`src/sv/mel_pkg.sv`:
```
// Shared types and constants for the recency list block.
`timescale 1ns / 1ps

package mel_pkg;

  localparam int unsigned POS_W   = 64;
  localparam int unsigned LIMIT_W = 7;

  // One readout result as it moves from the list walker to the output buffer.
  typedef struct packed {
    logic [POS_W-1:0]   entry;
    logic               entry_valid;
    logic               last;
    logic [LIMIT_W-1:0] count;
  } mel_result_t;

  // Occupancy of the output buffer as seen by the walker.
  typedef struct packed {
    logic [1:0] held;
    logic       fire;
  } mel_obuf_stat_t;

endpackage

```
`src/sv/mel_mem.sv`:
```
// Entry store: one write port, one read port with registered read data.
`timescale 1ns / 1ps

module mel_mem #(
  parameter int unsigned DEPTH = 64,
  parameter int unsigned AW    = 6
) (
  input  logic                      clk,
  input  logic                      we,
  input  logic [AW-1:0]             waddr,
  input  logic [mel_pkg::POS_W-1:0] wdata,
  input  logic                      re,
  input  logic [AW-1:0]             raddr,
  output logic [mel_pkg::POS_W-1:0] rdata
);
  import mel_pkg::*;

  logic [POS_W-1:0] mem [DEPTH];
  logic [POS_W-1:0] rdata_r;

  always_ff @(posedge clk) begin
    if (we) begin
      mem[waddr] <= wdata;
    end
  end

  always_ff @(posedge clk) begin
    if (re) begin
      rdata_r <= mem[raddr];
    end
  end

  assign rdata = rdata_r;

endmodule

```
`src/sv/mel_out.sv`:
```
// Output register with a skid stage for readout results.
`timescale 1ns / 1ps

module mel_out (
  input  logic                             clk,
  input  logic                             rst_n,
  input  logic                             arr_valid,
  input  mel_pkg::mel_result_t             arr_data,
  output mel_pkg::mel_obuf_stat_t          stat,
  output logic                             out_tvalid,
  input  logic                             out_tready,
  output logic [71:0]                      out_tdata,
  output logic                             out_tlast,
  output logic                             out_tuser
);
  import mel_pkg::*;

  logic        out_valid_r, out_valid_nxt;
  logic        skid_valid_r, skid_valid_nxt;
  mel_result_t out_r, out_nxt;
  mel_result_t skid_r, skid_nxt;
  logic        fire;

  assign fire = out_valid_r & out_tready;

  always_comb begin
    out_valid_nxt  = out_valid_r;
    skid_valid_nxt = skid_valid_r;
    out_nxt        = out_r;
    skid_nxt       = skid_r;
    if (!out_valid_r || fire) begin
      if (skid_valid_r) begin
        out_nxt        = skid_r;
        out_valid_nxt  = 1'b1;
        skid_nxt       = arr_data;
        skid_valid_nxt = arr_valid;
      end else begin
        out_nxt       = arr_data;
        out_valid_nxt = arr_valid;
      end
    end else if (arr_valid) begin
      skid_nxt       = arr_data;
      skid_valid_nxt = 1'b1;
    end
  end

  always_ff @(posedge clk) begin
    if (!rst_n) begin
      out_valid_r  <= 1'b0;
      skid_valid_r <= 1'b0;
    end else begin
      out_valid_r  <= out_valid_nxt;
      skid_valid_r <= skid_valid_nxt;
    end
    out_r  <= out_nxt;
    skid_r <= skid_nxt;
  end

  assign stat.held  = {1'b0, out_valid_r} + {1'b0, skid_valid_r};
  assign stat.fire  = fire;
  assign out_tvalid = out_valid_r;
  assign out_tdata  = {1'b0, out_r.count, out_r.entry};
  assign out_tlast  = out_r.last;
  assign out_tuser  = out_r.entry_valid;

endmodule

```
`src/sv/mru_exclusion_list.sv`:
```
// Top level of the recency list: control sequencer around the entry store.
//
//   Channel  | Direction | Transaction carries
//   ---------+-----------+------------------------------------------------------
//   in_      | slave     | tdata: position[63:0]; tuser: kind[0], is_real[1]
//   out_     | master    | tdata: entry[63:0], count[70:64]; tuser: entry_valid;
//            |           | tlast: last
//   cfg_     | slave     | data: keep_limit[6:0]
//
// The list is a ring in one memory with a registered read port; the search,
// compaction and readout walk it one entry per cycle, the readout only while
// the output buffer has room. An insert into a non-empty list runs the match
// search, the shift of newer entries down by one (only when the position was
// already held), and the trim and append. An insert into an empty list goes
// straight to the append; under a zero limit an insert just empties the list,
// and a skipped one returns to idle. A readout first trims to the limit;
// output stalls pause the memory reads through a two-deep output buffer.
// After reset the list is empty and keep_limit is 64; no clearing pass is needed.
`timescale 1ns / 1ps

module mru_exclusion_list #(
  parameter int unsigned DEPTH = 64
) (
  input  logic        clk,
  input  logic        rst_n,
  input  logic        in_tvalid,
  output logic        in_tready,
  input  logic [63:0] in_tdata,   // position[63:0]
  input  logic [1:0]  in_tuser,   // kind[0], is_real[1]
  output logic        out_tvalid,
  input  logic        out_tready,
  output logic [71:0] out_tdata,  // entry[63:0], count[70:64], zero[71]
  output logic        out_tlast,
  output logic        out_tuser,  // entry_valid[0]
  input  logic        cfg_valid,
  output logic        cfg_ready,
  input  logic [6:0]  cfg_data    // keep_limit[6:0]
);
  import mel_pkg::*;

  localparam int unsigned AW = (DEPTH > 1) ? $clog2(DEPTH) : 1;
  localparam int unsigned CW = $clog2(DEPTH + 1);

  typedef enum logic [2:0] {
    S_IDLE,
    S_SEARCH,
    S_COMPACT,
    S_APPEND,
    S_TRIM,
    S_READ
  } state_t;

  state_t             state_r, state_nxt;
  logic [AW-1:0]      head_r, head_nxt;
  logic [CW-1:0]      cnt_r, cnt_nxt;
  logic [POS_W-1:0]   pos_r, pos_nxt;
  logic [CW-1:0]      rd_idx_r, rd_idx_nxt;
  logic [CW-1:0]      rd_at_r, rd_at_nxt;
  logic               rd_v_r, rd_v_nxt;
  logic [LIMIT_W-1:0] keep_limit_r;

  logic [CW-1:0]      lim;
  logic [CW-1:0]      keep_cnt;
  logic [AW-1:0]      trim_head;
  logic               in_fire;
  logic               credit_ok;
  logic               issue;

  logic               mem_we;
  logic [AW-1:0]      mem_waddr;
  logic [POS_W-1:0]   mem_wdata;
  logic [AW-1:0]      mem_raddr;
  logic [POS_W-1:0]   mem_rdata;

  logic               arr_valid;
  mel_result_t        arr_data;
  mel_obuf_stat_t     obuf_stat;

  // Ring address of logical slot ofs; the sum stays below twice the depth.
  function automatic logic [AW-1:0] ring_addr(logic [AW-1:0] base, logic [CW-1:0] ofs);
    logic [CW:0] s;
    s = (CW+1)'(base) + (CW+1)'(ofs);
    if (s >= (CW+1)'(DEPTH)) begin
      s = s - (CW+1)'(DEPTH);
    end
    return AW'(s);
  endfunction

  assign lim = (keep_limit_r > LIMIT_W'(DEPTH)) ? CW'(DEPTH) : CW'(keep_limit_r);

  // An insert keeps room for the new position; a readout trims to the limit.
  always_comb begin
    if (state_r == S_APPEND) begin
      keep_cnt = (cnt_r > lim - 1'b1) ? lim - 1'b1 : cnt_r;
    end else begin
      keep_cnt = (cnt_r > lim) ? lim : cnt_r;
    end
  end
  assign trim_head = ring_addr(head_r, cnt_r - keep_cnt);

  assign in_tready = (state_r == S_IDLE);
  assign in_fire   = in_tvalid & in_tready;
  assign cfg_ready = 1'b1;

  // Pending read data counts against the two output slots.
  always_comb begin
    logic [1:0] occ;
    occ = obuf_stat.held + {1'b0, rd_v_r};
    credit_ok = (occ < 2'd2) || ((occ == 2'd2) && obuf_stat.fire);
  end

  always_comb begin
    case (state_r)
      S_SEARCH, S_COMPACT: issue = (rd_idx_r < cnt_r);
      S_READ:              issue = (rd_idx_r < cnt_r) && credit_ok;
      default:             issue = 1'b0;
    endcase
  end
  assign mem_raddr = ring_addr(head_r, rd_idx_r);

  always_comb begin
    mem_we    = 1'b0;
    mem_waddr = ring_addr(head_r, rd_at_r - 1'b1);
    mem_wdata = mem_rdata;
    if (state_r == S_COMPACT && rd_v_r) begin
      mem_we = 1'b1;
    end else if (state_r == S_APPEND) begin
      mem_we    = 1'b1;
      mem_waddr = ring_addr(trim_head, keep_cnt);
      mem_wdata = pos_r;
    end
  end

  always_comb begin
    arr_valid            = 1'b0;
    arr_data.entry       = mem_rdata;
    arr_data.entry_valid = 1'b1;
    arr_data.last        = (rd_at_r == cnt_r - 1'b1);
    arr_data.count       = LIMIT_W'(cnt_r);
    if (state_r == S_READ) begin
      if (cnt_r == '0) begin
        arr_valid            = credit_ok;
        arr_data.entry       = '0;
        arr_data.entry_valid = 1'b0;
        arr_data.last        = 1'b1;
      end else begin
        arr_valid = rd_v_r;
      end
    end
  end

  always_comb begin
    state_nxt  = state_r;
    head_nxt   = head_r;
    cnt_nxt    = cnt_r;
    pos_nxt    = pos_r;
    rd_idx_nxt = issue ? rd_idx_r + 1'b1 : rd_idx_r;
    rd_v_nxt   = issue;
    rd_at_nxt  = issue ? rd_idx_r : rd_at_r;
    case (state_r)
      S_IDLE: begin
        if (in_fire) begin
          pos_nxt    = in_tdata;
          rd_idx_nxt = '0;
          if (in_tuser[0]) begin
            state_nxt = S_TRIM;
          end else if (!in_tuser[1]) begin
            if (lim == '0) begin
              cnt_nxt = '0;
            end else if (cnt_r == '0) begin
              state_nxt = S_APPEND;
            end else begin
              state_nxt = S_SEARCH;
            end
          end
        end
      end
      S_SEARCH: begin
        if (rd_v_r && mem_rdata == pos_r) begin
          // Reads already under way feed the compaction directly.
          state_nxt = S_COMPACT;
        end else if (rd_v_r && rd_at_r == cnt_r - 1'b1) begin
          state_nxt = S_APPEND;
        end
      end
      S_COMPACT: begin
        if (rd_idx_r == cnt_r && !rd_v_r) begin
          cnt_nxt   = cnt_r - 1'b1;
          state_nxt = S_APPEND;
        end
      end
      S_APPEND: begin
        head_nxt  = trim_head;
        cnt_nxt   = keep_cnt + 1'b1;
        state_nxt = S_IDLE;
      end
      S_TRIM: begin
        head_nxt   = trim_head;
        cnt_nxt    = keep_cnt;
        rd_idx_nxt = '0;
        state_nxt  = S_READ;
      end
      S_READ: begin
        if (cnt_r == '0) begin
          if (credit_ok) begin
            state_nxt = S_IDLE;
          end
        end else if (rd_idx_r == cnt_r && !rd_v_r) begin
          state_nxt = S_IDLE;
        end
      end
      default: begin
        state_nxt = S_IDLE;
      end
    endcase
  end

  always_ff @(posedge clk) begin
    if (!rst_n) begin
      state_r      <= S_IDLE;
      cnt_r        <= '0;
      head_r       <= '0;
      rd_v_r       <= 1'b0;
      rd_idx_r     <= '0;
      keep_limit_r <= LIMIT_W'(64);
    end else begin
      state_r  <= state_nxt;
      cnt_r    <= cnt_nxt;
      head_r   <= head_nxt;
      rd_v_r   <= rd_v_nxt;
      rd_idx_r <= rd_idx_nxt;
      if (cfg_valid && cfg_ready) begin
        keep_limit_r <= cfg_data;
      end
    end
    pos_r   <= pos_nxt;
    rd_at_r <= rd_at_nxt;
  end

  mel_mem #(
    .DEPTH (DEPTH),
    .AW    (AW)
  ) u_mem (
    .clk   (clk),
    .we    (mem_we),
    .waddr (mem_waddr),
    .wdata (mem_wdata),
    .re    (issue),
    .raddr (mem_raddr),
    .rdata (mem_rdata)
  );

  mel_out u_out (
    .clk        (clk),
    .rst_n      (rst_n),
    .arr_valid  (arr_valid),
    .arr_data   (arr_data),
    .stat       (obuf_stat),
    .out_tvalid (out_tvalid),
    .out_tready (out_tready),
    .out_tdata  (out_tdata),
    .out_tlast  (out_tlast),
    .out_tuser  (out_tuser)
  );

  // The list never holds more than the store can.
  a_cnt_bound: assert property (@(posedge clk) disable iff (!rst_n)
    cnt_r <= CW'(DEPTH))
    else $error("entry count exceeds depth");

  // A result never arrives when both output slots are held and none leaves.
  a_no_overflow: assert property (@(posedge clk) disable iff (!rst_n)
    (obuf_stat.held == 2'd2 && !obuf_stat.fire) |-> !arr_valid)
    else $error("output buffer overflow");

  // Compaction writes always trail the read address.
  a_rw_apart: assert property (@(posedge clk) disable iff (!rst_n)
    (mem_we && issue) |-> (mem_waddr != mem_raddr))
    else $error("read and write hit the same entry");

endmodule
```
`config.mk`:
```
export PLATFORM = sky130hd
export DESIGN_NAME = mru_exclusion_list
export DESIGN_NICKNAME = d
export VERILOG_FILES = /design/src/sv/mel_pkg.sv /design/src/sv/mel_mem.sv /design/src/sv/mel_out.sv /design/src/sv/mru_exclusion_list.sv
export SDC_FILE = /design/constraint.sdc
export NUM_CORES = 2
export LEC_CHECK = 0
export BUFFER_PORTS_ARGS = -buffer_cell sky130_fd_sc_hd__clkbuf_2
export CAP_MARGIN = 20
export CORE_ASPECT_RATIO = 0.8
export CORE_UTILIZATION = 52
export DETAILED_ROUTE_END_ITERATION = 16
export HOLD_SLACK_MARGIN = 0.06
export PLACE_DENSITY = 0.68
export SYNTH_ARGS = -nofsm -noshare
export SYNTH_HDL_FRONTEND = slang
export SYNTH_SLANG_ARGS = --single-unit
```
`constraint.sdc`:
```
create_clock -name clk -period 26.9 [get_ports clk]
set_clock_uncertainty 0.15 [all_clocks]
set_input_delay 5.38 -clock clk [delete_from_list [all_inputs] [get_ports clk]]
set_output_delay 5.38 -clock clk [all_outputs]
set_load 0.02 [all_outputs]
```
==> flow_summary.ini <==
[logic_synthesis]
synth_top_area_cell = edfxtp_1
synth_flop_cell = edfxtp_1
synth_cell_types = 72
synth_most_common_cell = edfxtp_1
synthCells = 7320
synth_edf_count = 4377
yosysSeqAreaShare = 0.7731
syn_area_um2 = 170900
syn_area_per_cell_um2 = 23.34
async_flop_share = 0
synth.area.top_cells = edfxtp_1 77%, mux4_2 17%, clkbuf_1 0.56%, nand2_1 0.49%, mux2i_1 0.46%
syn_nets = 7458
ys_ff_latch = 4410
ys_warn_count = 0
yosys-top-cells-count = 4377 x edfxtp_1, 1280 x mux4_2, 254 x clkbuf_1
netlist.area_leader.share = 0.7693

[cts]
cts_setup_buffers = 0
clk_path_buf_depth = 4
insertion_delay_ns = 0.94
postCtsResizedCells = 0
cts_tree = done
cts_buffers = 419
cts_sinks = 4410
root_buffer = clkbuf_16
cts-htree-levels = 5
ctsHoldBuffers = 0
clkTransAtPathRegs_ns = 0.07

[routing]
drc = 0
final_antenna_net_count = 0
wl_mm = 470.7
vias = 82300
wire_per_inst_um = 37.65
drt_first_pass_iters = 6
drt_iter0_markers = 13024
routed_via_density = 6.583

[sta]
setup_violations = 0
worstMarginPinSlew_ns = 1.284
fin_ws_ns = 16.76
min_period_over_period = 0.3770
finalHoldViolations = 0
rsz0062_at_grt = false
max-slew-margin-rel = 0.1388
setup_tns_ns = 0
fmax_ghz = 0.09861
finalHoldWorstSlack_ns = 0.3281
final_max_slew_viol_count = 0
period_needed_ns = 10.14

[finish]
design_area_um2 = 191900
num-fill-cells = 22650
drive_above_1_share = 0.3063
area_delta_synth_final_pct = 12.33
fin_nets = 7938

[power]
power_leakage_nw = 58.77
total_power_mw = 22.41
p_per_area_nw_per_um2 = 116.8
ir_drop_mv = 0.1463

[worst_setup_path]
crit_path_top_delay_cell = nor3_4
worstSetupPathType = flop to flop
endpoint_kind = flop
cp_common_cell = ha_1
start_kind = flop
critPathMaxFanout = 47
required_ns = 27.31
cpPeakStageDelay_ns = 1.03
cp.arrival_ns = 10.55

[place]
dp_hpwl_mm = 286.8
dpl_cell_area_um2 = 178600
place.gp.congestion = 0.9202
port_buffers = 152
pre_cts_ws_ns = 16.73

[die]
start_util = 0.5246
coreArea_um2 = 325700
dieHeight_um = 514.7
num_rows = 187
die_x_um = 642.9
ioPinCount = 155
die-area_um2 = 330900

[global_routing]
overflow = 0
grt_max_degree = 134
grt_pass1_wl_mm = 648.9
first_global_vias = 79868
grt_usage = 0.2837
antenna_found_initial = 49

[status]
status = complete, no violations

[flow_run]
maxCapViolCount = 0

[worst_hold_path]
min_path_type = flop to flop
## cell families (layout without fill, tap and decap cells)
| family | Yosys count | in the layout | share of synthesized area |
|---|---|---|---|
| adders and majority gates | 60 | 60 | 0.004658 |
| AOI/OAI and AO/OA | 332 | 332 | 0.01249 |
| DFF | 4410 | 4410 | 0.7731 |
| other | 2 | 17 | 0.00004395 |
| buffers and inverters | 432 | 1252 | 0.01010 |
| and+or+nand+nor | 572 | 572 | 0.01737 |
| xor gates and xnor gates | 88 | 88 | 0.004555 |
| muxes | 1424 | 1424 | 0.1776 |
## through the flow
stage / instances / util
global route: 12496 / 0.5892
floorplan: 7320 / -
detailed placement: 11720 / 0.5485
CTS: 12481 / 0.5889
finish: 12502 / 0.5893
global placement: 11712 / 0.5481
## worst max-delay path: cells and delay by family (launching register included)
kind,cells,cell delay [ns]
simple gates,9,3.29
xor+xnor,1,0.15
buf+inv,5,1.73
compound gates,7,1.99
fa+ha+maj,5,1.66
mux,1,0.37
flops,1,0.35
## flip-flops by register name, summed over array words and instances (netlist names)
name and flops:
u_mem.mem 4096, u_out.skid_r 73, u_out.out_tdata 71, pos_r 64, u_mem.rdata 64, cnt_r 7
keep_limit_r 7, rd_at_r 7, rd_idx_r 7, head_r 6, state_r 3, rd_v_r 1
u_out.out_tlast 1, u_out.out_tuser 1, u_out.out_tvalid 1, u_out.skid_valid_r 1
## power breakdown
group          total (mW)  leakage, nW  switching, mW  internal (mW)
combinational        7.57         12.5           5.16           2.41
clock                5.77         6.47           2.52           3.25
sequential           9.07         39.8          0.199           8.87
## final timing paths
check,startpoint,to,slack (ns),depth (start not counted)
worst max-delay path,keep_limit_r[6]$_SDFFE_PN1P_,u_mem.mem[44][54]$_DFFE_PP_,16.76,28
worst min-delay path,rd_idx_r[6]$_SDFF_PN0_,rd_at_r[6]$_DFFE_PP_,0.33,0
worst max register to register,keep_limit_r[6]$_SDFFE_PN1P_,u_mem.mem[44][54]$_DFFE_PP_,16.76,28
worst min register to register,rd_idx_r[6]$_SDFF_PN0_,rd_at_r[6]$_DFFE_PP_,0.33,0
## cell type report
class | count | area, um2 | share of cell area
Inverter | 51 | 191.4 | 0.0009975
Sequential cell | 4410 | 132100 | 0.6883
Timing Repair Buffer | 440 | 3164 | 0.01649
Multi-Input combinational cell | 2478 | 37800 | 0.1970
Clock buffer | 501 | 10900 | 0.05679
Tap cell | 4347 | 5439 | 0.02834
Clock inverter | 260 | 2287 | 0.01192
Antenna cell | 15 | 37.54 | 0.0001956
## placed cells by master (no fill, tap or decap), types with 20 or more instances in the layout
cell type  Yosys  layout
a211oi_1      69      49
a211oi_2       1      21
a21oi_1      106     106
and2_1        59      59
buf_4          4     266
bufinv_16      0      38
clkbuf_1     254      77
clkbuf_16      0     424
clkbuf_2       0     152
clkinv_1       1     105
clkinv_2       0      84
dfxtp_1       33      32
edfxtp_1    4377    4377
ha_1          54      53
inv_1         50      50
mux2_2        66      66
mux2i_1       78      78
mux4_2      1280    1280
nand2_1      223     222
nand4_1       20      20
nor2_1        52      50
nor2b_1       70      70
nor3_2        29      34
nor3_4         1      30
o21ai_0       56      39
xnor2_1       74      70
## layer usage
metal | global-route usage | share of wire
met1 | 0.4024 | 0.38
met2 | 0.4273 | 0.46
met3 | 0.06616 | 0.11
met4 | 0.1236 | 0.048
met5 | 0 | 0.000093
Power figures use the tool's default switching activity.
